### config.mk
export PLATFORM = sky130hd
export DESIGN_NAME = base64_codec_top
export DESIGN_NICKNAME = d
export VERILOG_FILES = /design/src/bcodec_pkg.sv /design/src/bcodec_front.sv /design/src/bcodec_queue.sv /design/src/bcodec_back.sv /design/src/base64_codec_top.sv
export SDC_FILE = /design/constraint.sdc
export NUM_CORES = 1
export LEC_CHECK = 0
export ABC_CLOCK_PERIOD_IN_PS = 6300
export BUFFER_PORTS_ARGS = -buffer_cell sky130_fd_sc_hd__buf_2
export CAP_MARGIN = 10
export CORE_MARGIN = 10
export CORE_UTILIZATION = 55
export CTS_BUF_LIST = sky130_fd_sc_hd__clkbuf_4 sky130_fd_sc_hd__clkbuf_8
export DETAILED_ROUTE_END_ITERATION = 6
export HOLD_SLACK_MARGIN = 0.15
export PLACE_DENSITY = 0.81
export SYNTH_ARGS = -nofsm -noshare
export SYNTH_HDL_FRONTEND = slang
export SYNTH_HIERARCHICAL = 1
export SYNTH_SLANG_ARGS = --single-unit
### constraint.sdc
create_clock -name clk_i -period 6.3 [get_ports clk_i]
set_input_delay 1.26 -clock clk_i [delete_from_list [all_inputs] [get_ports clk_i]]
set_output_delay 1.26 -clock clk_i [all_outputs]
set_load 0.02 [all_outputs]
### src/bcodec_pkg.sv
package bcodec_pkg;

  localparam int unsigned AddrW = 3;
  localparam int unsigned DataW = 32;
  localparam logic RegDirection = 1'b0;

  typedef enum logic {
    DirEncode = 1'b0,
    DirDecode = 1'b1
  } dir_e;

  typedef struct packed {
    logic [7:0] data_byte;
    logic       in_last;
  } in_word_t;

  typedef struct packed {
    logic [7:0] out_byte;
    logic       out_last;
  } out_word_t;

  // One queued job: one or two result words produced by a single input word.
  typedef struct packed {
    logic       two;
    logic [7:0] w0;
    logic [7:0] w1;
    logic       last;
  } job_t;

  function automatic logic [7:0] enc_char(input logic [5:0] v);
    logic [7:0] x;
    x = {2'b00, v};
    if (v < 6'd26) begin
      enc_char = x + 8'd65;
    end else if (v < 6'd52) begin
      enc_char = x + 8'd71;
    end else if (v < 6'd62) begin
      enc_char = x - 8'd4;
    end else if (v == 6'd62) begin
      enc_char = 8'd43;
    end else begin
      enc_char = 8'd47;
    end
  endfunction

  // Characters outside the alphabet decode to the same value as '/'.
  function automatic logic [5:0] dec_value(input logic [7:0] c);
    logic [7:0] x;
    x = 8'd63;
    if (c >= 8'd65 && c <= 8'd90) begin
      x = c - 8'd65;
    end else if (c >= 8'd97 && c <= 8'd122) begin
      x = c - 8'd71;
    end else if (c >= 8'd48 && c <= 8'd57) begin
      x = c + 8'd4;
    end else if (c == 8'd43) begin
      x = 8'd62;
    end
    dec_value = x[5:0];
  endfunction

endpackage

### src/bcodec_front.sv
module bcodec_front (
  input  logic                clk_i,
  input  logic                rst_ni,
  input  bcodec_pkg::dir_e    dir_i,
  input  logic                clear_i,
  input  logic                push_i,
  input  logic                full_i,
  input  bcodec_pkg::in_word_t in_data_i,
  output logic                enq_o,
  output bcodec_pkg::job_t    job_o
);

  logic [5:0] bits_q, bits_d;
  logic [2:0] cnt_q, cnt_d;
  logic [5:0] rem_bits;
  logic [2:0] rem_cnt;
  logic [1:0] num;
  logic [5:0] c0, c1, v;
  logic [7:0] b;
  logic       acc;

  assign acc = push_i && !full_i;
  assign b   = in_data_i.data_byte;
  assign v   = bcodec_pkg::dec_value(b);

  always_comb begin
    num      = 2'd0;
    c0       = '0;
    c1       = '0;
    rem_bits = '0;
    rem_cnt  = '0;
    job_o    = '0;
    if (dir_i == bcodec_pkg::DirEncode) begin
      case (cnt_q)
        3'd2: begin
          c0       = {bits_q[1:0], b[7:4]};
          c1       = {b[3:0], 2'b00};
          rem_bits = {2'b00, b[3:0]};
          rem_cnt  = 3'd4;
          num      = in_data_i.in_last ? 2'd2 : 2'd1;
        end
        3'd4: begin
          c0       = {bits_q[3:0], b[7:6]};
          c1       = b[5:0];
          rem_cnt  = 3'd0;
          num      = 2'd2;
        end
        default: begin
          c0       = b[7:2];
          c1       = {b[1:0], 4'b0000};
          rem_bits = {4'b0000, b[1:0]};
          rem_cnt  = 3'd2;
          num      = in_data_i.in_last ? 2'd2 : 2'd1;
        end
      endcase
      job_o.w0 = bcodec_pkg::enc_char(c0);
      job_o.w1 = bcodec_pkg::enc_char(c1);
    end else begin
      case (cnt_q)
        3'd2: begin
          job_o.w0 = {bits_q[1:0], v};
          rem_cnt  = 3'd0;
          num      = 2'd1;
        end
        3'd4: begin
          job_o.w0 = {bits_q[3:0], v[5:2]};
          rem_bits = {4'b0000, v[1:0]};
          rem_cnt  = 3'd2;
          num      = 2'd1;
        end
        3'd6: begin
          job_o.w0 = {bits_q[5:0], v[5:4]};
          rem_bits = {2'b00, v[3:0]};
          rem_cnt  = 3'd4;
          num      = 2'd1;
        end
        default: begin
          rem_bits = v;
          rem_cnt  = 3'd6;
          num      = 2'd0;
        end
      endcase
    end
    job_o.two  = (num == 2'd2);
    job_o.last = in_data_i.in_last;
  end

  assign enq_o = acc && (num != 2'd0);

  always_comb begin
    bits_d = bits_q;
    cnt_d  = cnt_q;
    if (clear_i) begin
      bits_d = '0;
      cnt_d  = '0;
    end else if (acc) begin
      if (in_data_i.in_last) begin
        bits_d = '0;
        cnt_d  = '0;
      end else begin
        bits_d = rem_bits;
        cnt_d  = rem_cnt;
      end
    end
  end

  always_ff @(posedge clk_i or negedge rst_ni) begin
    if (!rst_ni) begin
      bits_q <= '0;
      cnt_q  <= '0;
    end else begin
      bits_q <= bits_d;
      cnt_q  <= cnt_d;
    end
  end

endmodule

### src/bcodec_queue.sv
module bcodec_queue #(
  parameter int unsigned Depth = 2
) (
  input  logic             clk_i,
  input  logic             rst_ni,
  input  logic             enq_i,
  input  bcodec_pkg::job_t job_i,
  input  logic             deq_i,
  output logic             valid_o,
  output logic             full_o,
  output bcodec_pkg::job_t job_o
);

  localparam int unsigned PtrW = (Depth > 1) ? $clog2(Depth) : 1;
  localparam int unsigned CntW = $clog2(Depth + 1);

  bcodec_pkg::job_t mem_q [Depth];
  logic [PtrW-1:0] wr_ptr_q, wr_ptr_d, rd_ptr_q, rd_ptr_d;
  logic [CntW-1:0] count_q, count_d;

  assign valid_o = (count_q != '0);
  assign full_o  = (count_q == CntW'(Depth));
  assign job_o   = mem_q[rd_ptr_q];

  always_comb begin
    wr_ptr_d = wr_ptr_q;
    rd_ptr_d = rd_ptr_q;
    count_d  = count_q;
    if (enq_i) begin
      wr_ptr_d = (wr_ptr_q == PtrW'(Depth - 1)) ? '0 : wr_ptr_q + 1'b1;
    end
    if (deq_i) begin
      rd_ptr_d = (rd_ptr_q == PtrW'(Depth - 1)) ? '0 : rd_ptr_q + 1'b1;
    end
    if (enq_i && !deq_i) begin
      count_d = count_q + 1'b1;
    end else if (deq_i && !enq_i) begin
      count_d = count_q - 1'b1;
    end
  end

  always_ff @(posedge clk_i) begin
    if (enq_i) begin
      mem_q[wr_ptr_q] <= job_i;
    end
  end

  always_ff @(posedge clk_i or negedge rst_ni) begin
    if (!rst_ni) begin
      wr_ptr_q <= '0;
      rd_ptr_q <= '0;
      count_q  <= '0;
    end else begin
      wr_ptr_q <= wr_ptr_d;
      rd_ptr_q <= rd_ptr_d;
      count_q  <= count_d;
    end
  end

endmodule

### src/bcodec_back.sv
module bcodec_back (
  input  logic                  clk_i,
  input  logic                  rst_ni,
  input  logic                  job_valid_i,
  input  bcodec_pkg::job_t      job_i,
  output logic                  deq_o,
  input  logic                  pop_i,
  output logic                  empty_o,
  output bcodec_pkg::out_word_t out_data_o
);

  logic                  sel_q, sel_d;
  logic                  out_valid_q, out_valid_d;
  bcodec_pkg::out_word_t out_q, out_d;
  logic                  taken, load, final_word;

  assign taken      = pop_i && out_valid_q;
  assign load       = job_valid_i && (!out_valid_q || taken);
  // The second word of a job, or the only one, closes the job.
  assign final_word = !job_i.two || sel_q;
  assign deq_o      = load && final_word;

  always_comb begin
    sel_d       = sel_q;
    out_valid_d = out_valid_q;
    out_d       = out_q;
    if (load) begin
      out_d.out_byte = sel_q ? job_i.w1 : job_i.w0;
      out_d.out_last = job_i.last && final_word;
      out_valid_d    = 1'b1;
      sel_d          = !final_word;
    end else if (taken) begin
      out_valid_d = 1'b0;
    end
  end

  always_ff @(posedge clk_i) begin
    out_q <= out_d;
  end

  always_ff @(posedge clk_i or negedge rst_ni) begin
    if (!rst_ni) begin
      sel_q       <= 1'b0;
      out_valid_q <= 1'b0;
    end else begin
      sel_q       <= sel_d;
      out_valid_q <= out_valid_d;
    end
  end

  assign empty_o    = !out_valid_q;
  assign out_data_o = out_q;

endmodule

### src/base64_codec_top.sv
// Streaming Base64 codec, standard alphabet, no '=' padding.
// Input words (a byte or a character, plus in_last) enter on push when full
// is low. Results leave on the result ports while empty is low and are taken
// with pop. The direction register (address 0) picks encode (0) or decode (1);
// writing it clears the bit buffer and must only happen while the block idles.
// An input word with in_last set flushes the buffer: encoding pads leftover
// bits with zeros into one more character, decoding drops them. out_last marks
// the final result of such a word.
// Results of accepted words pass through the job queue and the output register
// to the result ports. A word may be accepted every cycle while full is low;
// the port delivers one word per cycle while pop is high, so encoding (four
// characters per three bytes) is port-bound and decoding sustains one character
// per cycle. The job queue holds QueueDepth jobs of up to two results each.
// When pop stays low the output register holds, the queue fills and full rises.
// Reset selects encode, empties the bit buffer, the queue and the output.
module base64_codec_top #(
  parameter int unsigned QueueDepth = 2
) (
  input  logic                           clk_i,
  input  logic                           rst_ni,
  input  logic                           push,
  output logic                           full,
  input  bcodec_pkg::in_word_t           in_data_i,
  output logic                           empty,
  input  logic                           pop,
  output bcodec_pkg::out_word_t          out_data_o,
  input  logic                           psel,
  input  logic                           penable,
  input  logic                           pwrite,
  input  logic [bcodec_pkg::AddrW-1:0]   paddr,
  input  logic [bcodec_pkg::DataW-1:0]   pwdata,
  output logic [bcodec_pkg::DataW-1:0]   prdata,
  output logic                           pready
);

  bcodec_pkg::dir_e dir_q, dir_d;
  logic             cfg_wr, dir_wr;
  logic             enq, deq, job_valid;
  bcodec_pkg::job_t job_in, job_out;

  assign pready = 1'b1;
  assign cfg_wr = psel && penable && pwrite;
  assign dir_wr = cfg_wr && (paddr[bcodec_pkg::AddrW-1:2] == bcodec_pkg::RegDirection);

  always_comb begin
    dir_d = dir_q;
    if (dir_wr) begin
      dir_d = bcodec_pkg::dir_e'(pwdata[0]);
    end
  end

  always_ff @(posedge clk_i or negedge rst_ni) begin
    if (!rst_ni) begin
      dir_q <= bcodec_pkg::DirEncode;
    end else begin
      dir_q <= dir_d;
    end
  end

  always_comb begin
    prdata = '0;
    if (paddr[bcodec_pkg::AddrW-1:2] == bcodec_pkg::RegDirection) begin
      prdata = {{(bcodec_pkg::DataW-1){1'b0}}, dir_q};
    end
  end

  bcodec_front u_front (
    .clk_i     (clk_i),
    .rst_ni    (rst_ni),
    .dir_i     (dir_q),
    .clear_i   (dir_wr),
    .push_i    (push),
    .full_i    (full),
    .in_data_i (in_data_i),
    .enq_o     (enq),
    .job_o     (job_in)
  );

  bcodec_queue #(
    .Depth (QueueDepth)
  ) u_queue (
    .clk_i   (clk_i),
    .rst_ni  (rst_ni),
    .enq_i   (enq),
    .job_i   (job_in),
    .deq_i   (deq),
    .valid_o (job_valid),
    .full_o  (full),
    .job_o   (job_out)
  );

  bcodec_back u_back (
    .clk_i       (clk_i),
    .rst_ni      (rst_ni),
    .job_valid_i (job_valid),
    .job_i       (job_out),
    .deq_o       (deq),
    .pop_i       (pop),
    .empty_o     (empty),
    .out_data_o  (out_data_o)
  );

`ifndef ASSERT_OFF
  a_deq_needs_job: assert property (@(posedge clk_i) disable iff (!rst_ni)
    deq |-> job_valid)
    else $error("job dequeued from an empty queue");

  a_full_has_job: assert property (@(posedge clk_i) disable iff (!rst_ni)
    full |-> job_valid)
    else $error("queue reports full without a job");

  a_drain_to_empty: assert property (@(posedge clk_i) disable iff (!rst_ni)
    (pop && !empty && !job_valid) |=> empty)
    else $error("output stayed valid after its last word was taken");
`endif

endmodule
==> results of run 1 <==
metrics by stage:
step | instance area (µm²) | hold slack [ns] | util
after floorplan | 4480 | 0.447 | -
after global placement | 4400 | 0.467 | 0.569
after detailed placement | 4400 | 0.478 | 0.569
after CTS | 4620 | 0.493 | 0.598
after global routing | 4620 | 0.532 | 0.598
final | 4620 | 0.507 | 0.598
logic make-up after synthesis:
family                     Yosys count
AOI/OAI and AO/OA                  100
muxes                               36
xor gates and xnor gates            16
and+or+nand+nor                    110
buffers and inverters               81
DFF                                 60
other                                2
adders and majority gates           25
worst min path at each step:
stage,cells past startpoint,endpoint,start
5_1_grt,1,u_front/bits_q[4]$_DFFE_PN0P_,u_front/bits_q[4]$_DFFE_PN0P_
4_1_cts,1,u_queue/count_q[1]$_DFFE_PN0P_,u_queue/count_q[1]$_DFFE_PN0P_
2_1_floorplan,1,u_queue/count_q[1]$_DFFE_PN0P_,u_queue/count_q[1]$_DFFE_PN0P_
3_5_place_dp,1,u_queue/count_q[1]$_DFFE_PN0P_,u_queue/count_q[1]$_DFFE_PN0P_
6_report,1,u_queue/count_q[1]$_DFFE_PN0P_,u_queue/count_q[1]$_DFFE_PN0P_
3_3_place_gp,1,u_queue/count_q[1]$_DFFE_PN0P_,u_queue/count_q[1]$_DFFE_PN0P_
flip-flops by register name (all words and copies together) (netlist names):
name and cells:
u_queue/wr_ptr_q 1, u_front/bits_q 6, u_back/out_data_o 9, u_front/cnt_q 2, u_back/sel_q 1, dir_q 1, u_queue/rd_ptr_q 1, u_queue/count_q 2
u_queue/mem_q 36, u_back/out_valid_q 1
power breakdown:
part / internal, mW / switching [mW] / total, mW
clock: 0.225 / 0.156 / 0.381
combinational: 0.458 / 0.626 / 1.08
sequential: 0.636 / 0.0996 / 0.736
layout by cell type, fill, tap and decap left out, types with 3 or more instances in the layout:
cell / instances
mux2_2: 18
a22oi_1: 11
or2_2: 3
xor2_1: 4
xnor2_1: 12
mux2i_1: 6
o21ai_0: 21
inv_1: 27
clkinv_4: 3
buf_2: 29
a222oi_1: 4
and3_1: 5
conb_1: 32
o22ai_1: 3
nor2_1: 23
a211oi_1: 5
a21oi_1: 25
nand2b_1: 4
clkbuf_8: 9
nor2b_1: 8
nand2_1: 27
ha_1: 25
mux2_4: 12
nor3_1: 8
dfrtp_1: 15
a31oi_1: 4
edfxtp_1: 45
nand3_1: 9
nor4_1: 3
a22o_1: 8
layout make-up:
cell class / instances / area, µm² / share of cell area
inverters: 27 / 101 / 0.0219
repair buffers: 31 / 160 / 0.0347
multi-input cells: 319 / 2280 / 0.494
well taps: 102 / 128 / 0.0276
flip-flops and latches: 60 / 1730 / 0.374
clock buffers: 9 / 124 / 0.0268
clock inverters: 7 / 100 / 0.0217
per-layer routing:
metal / global-route usage / routed length (µm) / vias to the layer above
met5: 0 / 0 / -
met4: 0.0546 / 128 / 0
met3: 0.0283 / 411 / 9
met2: 0.273 / 4660 / 88
met1: 0.201 / 4100 / 1498
li1: - / - / 1538
==> metrics.cfg, run 1 <==
[routing]
vias = 3133
drt-initial-drc-count = 316
drt_wl_total_um = 9300
dr.pass1.iters = 7
avgViaCountPerCell = 5.65
drtAntennaViolNets = 0
wl_per_cell_um = 16.8
drc = 0

[clocking]
cts_sinks = 60
clkLatencyLatePin_ns = 0.33
clockBufferDepth = 2
post_cts_buffers = 0
cts_resized = 0
hold_buffers = 0
h-tree-depth = 3
cts.reportedPaths.clkPinSlew_ns = 0.07
cts-root-buf = clkbuf_8
cts_tree = yes
cts_buffers = 9

[floorplanning]
initial_utilization = 0.566
die_y_um = 109
io-pin-count = 95
fp-row-count = 32
die_area_um2 = 11900
die_w_um = 109
core_area_um2 = 7730

[placed_design]
routabilityCongestion = 0.910
place_ws_ns = 2.15
dp.cells = 539
hpwl_um = 6990
numPortBuffers = 29

[critical_path]
cpMaxStageDelayCell = or4_1
startpoint_type = primary input
cp_max_fo = 11
cp-startpoint = in_data_i[1]
cp.required_ns = 6.34
r2r-start = u_front/cnt_q[2]$_DFFE_PN0P_
cp.arrival_ns = 3.92
crit_family = simple AND/OR/NAND/NOR gates
rrSetupSlack_ns = 2.48
endpoint_kind = flip-flop
reg2reg_to = u_queue/mem_q[1][10]$_DFFE_PP_
path_buf_inv = 2
crit_type = primary input to flip-flop
path_cells = buf_2, inv_1, ha_1, nor2b_1, o211a_1, or4_1, nor4_2, nor2_1, a222oi_1, o21ai_0
endpoint = u_queue/mem_q[1][12]$_DFFE_PP_
rr_worst_depth = 10
max_stage_delay_ns = 0.56
crit_cells = 10

[logic_synthesis]
syn_area_um2 = 4370
synth-edff-count = 45
synth_top_family_by_area = compound AO/OA/AOI/OAI gates
synth_seq_area_share = 0.395
yosys-top-cells-count = 45 x edfxtp_1, 34 x buf_4, 27 x inv_1, 27 x nand2_1
synth_top_area_frac = 0.309
synth.most_common_cell = edfxtp_1
ys_async_sr_fraction = 0.250
synthCells = 430
ys_warn_count = 6
muxShareOfSynthArea = 0.101
ys.flop_type = edfxtp_1
yosysTopAreaCell = edfxtp_1
synth.distinct_cells = 64
synth_fa_ha_area_frac = 0.0716
syn_avg_cell_area_um2 = 10.2
synth-xor-area-share = 0.0321
synth-compound-area-share = 0.152
synthTopCellsByArea = edfxtp_1 31%, dfrtp_1 8.6%, ha_1 7.2%
synth-simple-area-share = 0.137
ys_ff_latch = 60

[sta]
max_freq_mhz = 258
period_share = 0.615
worstMarginPinSlew_ns = 1.10
final-hold-violation-count = 0
fin_skew_ns = 0.0114
slew_headroom = 0.264
timing.final.crit_period_ns = 3.88
setup_slack_ns = 2.42
fin_setup_tns_ns = 0
rsz0062_at_grt = no
report.final.slew_viol_count = 0
setup_viol = 0

[finish]
fillers = 662
n_antenna_cell = 0
final-instance-count-excl-fill = 555
nets = 524
drive_gt1_frac = 0.192
area_growth_pct = 5.67

[power]
total_power_mw = 2.20
irDropWorstVdd_mv = 0.180
powerDensity_nw_per_um2 = 477
p_leak_nw = 1.99

[min_path]
hold_path_class = flip-flop to flip-flop

[global_routing]
grt_max_degree = 37
gr-usage-all-layers = 0.161
grt_remaining_overflow = 0
antenna_found_initial = 0
grt_pass1_wl_um = 15300
grt_pass1_vias = 3100

[status]
status = completed

[run]
drv_cap = 0

Power figures use the tool's default switching activity.
==> run 2: changes to the inputs <==
ABC_CLOCK_PERIOD_IN_PS = 3620   (was 6300)
clock period = 3.62 ns   (was 6.3 ns; I/O delays follow)
==> run 2 against run 1 <==
Net effect: clock skew grew 0.00094 ns; power grew 76%; final cell count rose by 2.9%; utilization increased by 1.4 points; setup slack lost 1.9 ns; combinational power increased by 84%; largest cell class unchanged; clock-buffer cell count unchanged; global-route usage rose by 0.080 points; die area is the same; critical path type is now flip-flop to flip-flop; non-clock buffer count up 16; first-iteration DRC count fell by 10%; via count increased by 3.5%.
==> metrics.cfg, run 2 (same netlist as run 1, synthesis figures left out) <==
[power]
powerDensity_nw_per_um2 = 817
switchingPower_mw = 1.52
irDropWorstVdd_mv = 0.296
switching_share = 0.394
p_leak_nw = 2.06
seqPwrFrac = 0.319
clock_power_share = 0.165
pwr-share-comb = 0.516
internal_power_mw = 2.34

[clocking]
clockBufferDepth = 2
cts.reportedPaths.clkPinSlew_ns = 0.07
post_cts_buffers = 0
cts_buffers = 9
clkLatencyLatePin_ns = 0.33
cts-root-buf = clkbuf_8
cts_tree = yes
h-tree-depth = 3
cts_resized = 0
hold_buffers = 0
cts_sinks = 60

[floorplanning]
die_w_um = 109
die_y_um = 109
fp-row-count = 32
core_area_um2 = 7730
die_area_um2 = 11900
io-pin-count = 95
initial_utilization = 0.566

[global_routing]
grt_pass1_wl_um = 15400
grt_remaining_overflow = 0
antenna_found_initial = 0
grt_max_degree = 34
gr-usage-all-layers = 0.161
grt_pass1_vias = 3194

[routing]
dr.pass1.iters = 5
drc = 0
drtAntennaViolNets = 0
vias = 3242
drt-initial-drc-count = 284
avgViaCountPerCell = 5.68
drt_wl_total_um = 9500
wl_per_cell_um = 16.6

[sta]
worstMarginPinSlew_ns = 0.854
slew_headroom = 0.431
max_freq_mhz = 322
rsz0062_at_grt = no
report.final.slew_viol_count = 0
final-hold-violation-count = 0
setup_viol = 0
period_share = 0.859
fin_setup_tns_ns = 0
timing.final.crit_period_ns = 3.11
fin_skew_ns = 0.0124

[critical_path]
rr_worst_depth = 10
cp.required_ns = 3.68
cp_max_fo = 11
crit_type = flip-flop to flip-flop
r2r-start = u_front/cnt_q[2]$_DFFE_PN0P_
reg2reg_to = u_queue/mem_q[0][14]$_DFFE_PP_
cp.arrival_ns = 3.17
startpoint_type = flip-flop
endpoint_kind = flip-flop
rrSetupSlack_ns = 0.51

[placed_design]
numPortBuffers = 29
routabilityCongestion = 0.917
place_area_um2 = 4520
hpwl_um = 7320

[finish]
largest-register = u_queue/mem_q
final_common_cell = edfxtp_1
mostFrequentLayoutCells = 45 x edfxtp_1, 32 x conb_1, 29 x buf_2, 27 x inv_1, 27 x nand2_1
n_antenna_cell = 0
finalInstanceArea_um2 = 4730
area_growth_pct = 8.21
largest_register_ffs = 36
drive_gt1_frac = 0.220
nets = 540

[status]
status = completed

[run]
drv_cap = 0

[min_path]
hold_path_class = primary input to async pin

## run 2: cell types whose count changed in the layout (fill, tap and decap cells not counted)
cell and delta:
clkinv_2 +2, inv_6 -1, clkinv_4 -2, clkinvlp_4 +1, buf_4 +16
## run 2: critical path, stage by stage (launching register included)
cell and delay (ns):
dfrtp_1 0.41, inv_1 0.08, ha_1 0.52, nor2_1 0.09
a21oi_1 0.36, inv_1 0.15, or2_2 0.34, nor2b_1 0.17
mux2_2 0.17, nor3_1 0.04, or4_1 0.50
## run 2: power by group through the flow
stage	Sequential (mW)	Combinational (mW)	Clock (mW)
after global routing	1.26	2.20	0.674
final	1.24	1.99	0.636
after CTS	1.24	1.99	0.647
after detailed placement	1.25	1.97	0
after global placement	1.23	1.91	0
after floorplan	1.27	1.53	0
## run 2: layer usage
metal	vias to the layer above	wire [µm]	GRT usage
met1	1536	3850	0.185
li1	1565	-	-
met5	-	0	0
met3	19	590	0.0324
met4	0	171	0.0697
met2	122	4890	0.284
## run 2: worst max path at each step
stage                                       from                        endpoint  slack, ns  depth (start not counted)
detailed placement                  in_data_i[2]  u_queue/mem_q[0][12]$_DFFE_PP_       0.21                         11
global route        u_front/cnt_q[1]$_DFFE_PN0P_  u_queue/mem_q[0][14]$_DFFE_PP_       0.26                         10
global placement                    in_data_i[3]  u_queue/mem_q[1][12]$_DFFE_PP_       0.22                         11
floorplan                           in_data_i[1]  u_queue/mem_q[0][14]$_DFFE_PP_       0.49                         11
finish              u_front/cnt_q[2]$_DFFE_PN0P_  u_queue/mem_q[0][14]$_DFFE_PP_       0.51                         10
CTS                 u_front/cnt_q[2]$_DFFE_PN0P_  u_queue/mem_q[0][14]$_DFFE_PP_       0.51                         10
## run 2: layout make-up
type	count	area (µm²)
fill	632	3000
multi-input combinational	319	2280
sequential	60	1730
timing repair buffer	47	280
tap	102	128
clock buffer	9	124
inverter	27	101
clock inverter	7	91.3
## run 2: metrics by stage
| stage | setup slack [ns] | hold slack, ns | power, mW | std cells | util |
|---|---|---|---|---|---|
| 6_report | 0.512 | 0.283 | 3.87 | 571 | 0.612 |
| 3_5_place_dp | 0.208 | 0.475 | 3.22 | 555 | 0.584 |
| 5_1_grt | 0.265 | 0.290 | 4.14 | 571 | 0.612 |
| 4_1_cts | 0.509 | 0.285 | 3.88 | 571 | 0.612 |
| 3_3_place_gp | 0.221 | 0.469 | 3.14 | 555 | 0.584 |
| 2_1_floorplan | 0.494 | 0.428 | 2.80 | 460 | - |
==> run 3: changes to the inputs <==
CORE_UTILIZATION = 57   (was 55)
PLACE_DENSITY = 0.83   (was 0.81)
==> run 3 against run 2 <==
Net effect: utilization up 3.1 points; sequential power about the same; clock power up 0.9%; combinational power about the same; hold slack better by 0.0078 ns; clock skew is 0.0044 ns lower; via count grew 0.62%; first-iteration DRC count grew 42%; die area fell by 2.9%; clock-buffer cell count did not move; design area increased by 0.24%; critical endpoint is now u_queue/mem_q[1][14]$_DFFE_PP_.
==> metrics.cfg, run 3 (same netlist as run 1, synthesis figures left out) <==
[sta]
fin_skew_ns = 0.00799
worstMarginPinSlew_ns = 0.834
fin_setup_tns_ns = 0
period_share = 0.857
setup_viol = 0
rsz0062_at_grt = no
max_freq_mhz = 322
report.final.slew_viol_count = 0
timing.final.crit_period_ns = 3.10
slew_headroom = 0.444
final-hold-violation-count = 0

[critical_path]
crit_path_frequent_cell = inv_1
path_buf_inv = 2
cp.required_ns = 3.68
path_cells = inv_1, ha_1, a22oi_1, a21oi_1, inv_1, or2_2, nor2b_1, mux2_2, nor3_1, or4_1
cp.arrival_ns = 3.16
max_stage_delay_ns = 0.50
crit_type = flip-flop to flip-flop
crit_family = simple AND/OR/NAND/NOR gates
cp_max_fo = 12
startpoint_type = flip-flop
cpMaxStageDelayCell = or4_1
endpoint_kind = flip-flop

[finish]
finalInstanceArea_um2 = 4740
largest_register_ffs = 36
nets = 542
largest-register = u_queue/mem_q
final-instance-count-excl-fill = 570
fin_util = 0.643
drive_gt1_frac = 0.223
n_antenna_cell = 0
final_common_cell = edfxtp_1
area_growth_pct = 8.47
mostFrequentLayoutCells = 45 x edfxtp_1, 32 x conb_1, 29 x buf_2, 27 x inv_1, 27 x nand2_1

[floorplanning]
fp-row-count = 31
initial_utilization = 0.593
io-pin-count = 95
die_y_um = 108
core_area_um2 = 7370
die_w_um = 108
die_area_um2 = 11600

[clocking]
cts.reportedPaths.clkPinSlew_ns = 0.07
h-tree-depth = 3
cts_tree = yes
cts-root-buf = clkbuf_8
clockBufferDepth = 2
clkLatencyLatePin_ns = 0.33
cts_buffers = 9
post_cts_buffers = 0
hold_buffers = 0
cts_sinks = 60
cts_resized = 0

[routing]
drc = 0
wl_per_cell_um = 16.8
drtAntennaViolNets = 0
dr_wl_met3_um = 463
m1WireLength_um = 4250
drt_wl_total_um = 9600
avgViaCountPerCell = 5.72
vias = 3262
drt-initial-drc-count = 403
dr.pass1.iters = 5
wl_met2_um = 4730
highest_layer = met4

[min_path]
hold_path_class = primary input to async pin

[placed_design]
routabilityCongestion = 0.941
place_area_um2 = 4530
hpwl_um = 7290
dp.cells = 554
numPortBuffers = 29

[power]
pwr-share-comb = 0.516
switching_share = 0.393
powerDensity_nw_per_um2 = 816
p_leak_nw = 2.07
clock_power_share = 0.166
irDropWorstVdd_mv = 0.290
switchingPower_mw = 1.52
total_power_mw = 3.87
seqPwrFrac = 0.318
internal_power_mw = 2.35

[global_routing]
antenna_found_initial = 0
grt_max_degree = 35
grt_pass1_wl_um = 15600
grt_remaining_overflow = 0
grt_pass1_vias = 3214
gr-usage-all-layers = 0.163

[run]
drv_cap = 0

[status]
status = completed

[run 3: changes by cell type in the layout (fill, tap and decap cells not counted), sizes merged]
cell and delta:
buf +2
[run 3: worst reg2reg max path: stages, from the launching register on]
cell     delay [ns]
dfrtp_1        0.41
inv_1          0.10
ha_1           0.43
a22oi_1        0.13
a21oi_1        0.39
inv_1          0.15
or2_2          0.34
nor2b_1        0.16
mux2_2         0.18
nor3_1         0.04
or4_1          0.50
[run 3: final timing paths]
check	depth (start not counted)	end	slack, ns	from
max	10	u_queue/mem_q[1][14]$_DFFE_PP_	0.52	u_front/cnt_q[1]$_DFFE_PN0P_
max in group asynchronous	1	dir_q$_DFFE_PN0P_	3.07	rst_ni
min reg2reg	1	u_queue/count_q[1]$_DFFE_PN0P_	0.48	u_queue/count_q[1]$_DFFE_PN0P_
min in group clk_i	1	u_queue/count_q[1]$_DFFE_PN0P_	0.48	u_queue/count_q[1]$_DFFE_PN0P_
min	1	u_back/out_valid_q$_DFFE_PN0P_	0.29	rst_ni
max reg2reg	10	u_queue/mem_q[1][14]$_DFFE_PP_	0.52	u_front/cnt_q[1]$_DFFE_PN0P_
[run 3: area by class of cell]
type,instances,area (µm²)
clock inverters,7,91.3
well taps,99,124
inverters,27,101
flip-flops and latches,60,1730
fillers,584,2630
clock buffers,9,124
multi-input cells,319,2280
repair buffers,49,295
[run 3: power by group through the flow]
| stage | Combinational [mW] | Sequential [mW] | Clock (mW) |
|---|---|---|---|
| after global routing | 2.19 | 1.26 | 0.677 |
| final | 2.00 | 1.23 | 0.642 |
| after CTS | 1.99 | 1.23 | 0.651 |
| after floorplan | 1.53 | 1.27 | 0 |
| after global placement | 1.93 | 1.23 | 0 |
| after detailed placement | 1.97 | 1.25 | 0 |
[run 3: through the flow]
stage	worst slack (ns)	hold WS, ns
3_5_place_dp	0.217	0.466
3_3_place_gp	0.242	0.466
6_report	0.519	0.291
4_1_cts	0.551	0.294
2_1_floorplan	0.494	0.428
5_1_grt	0.343	0.317
[run 3: routing by layer]
metal  vias to the layer above  global-route usage
met1                      1551               0.198
met4                         0              0.0611
met2                       132               0.284
li1                       1567                   -
met3                        12              0.0251
met5                         -                   0
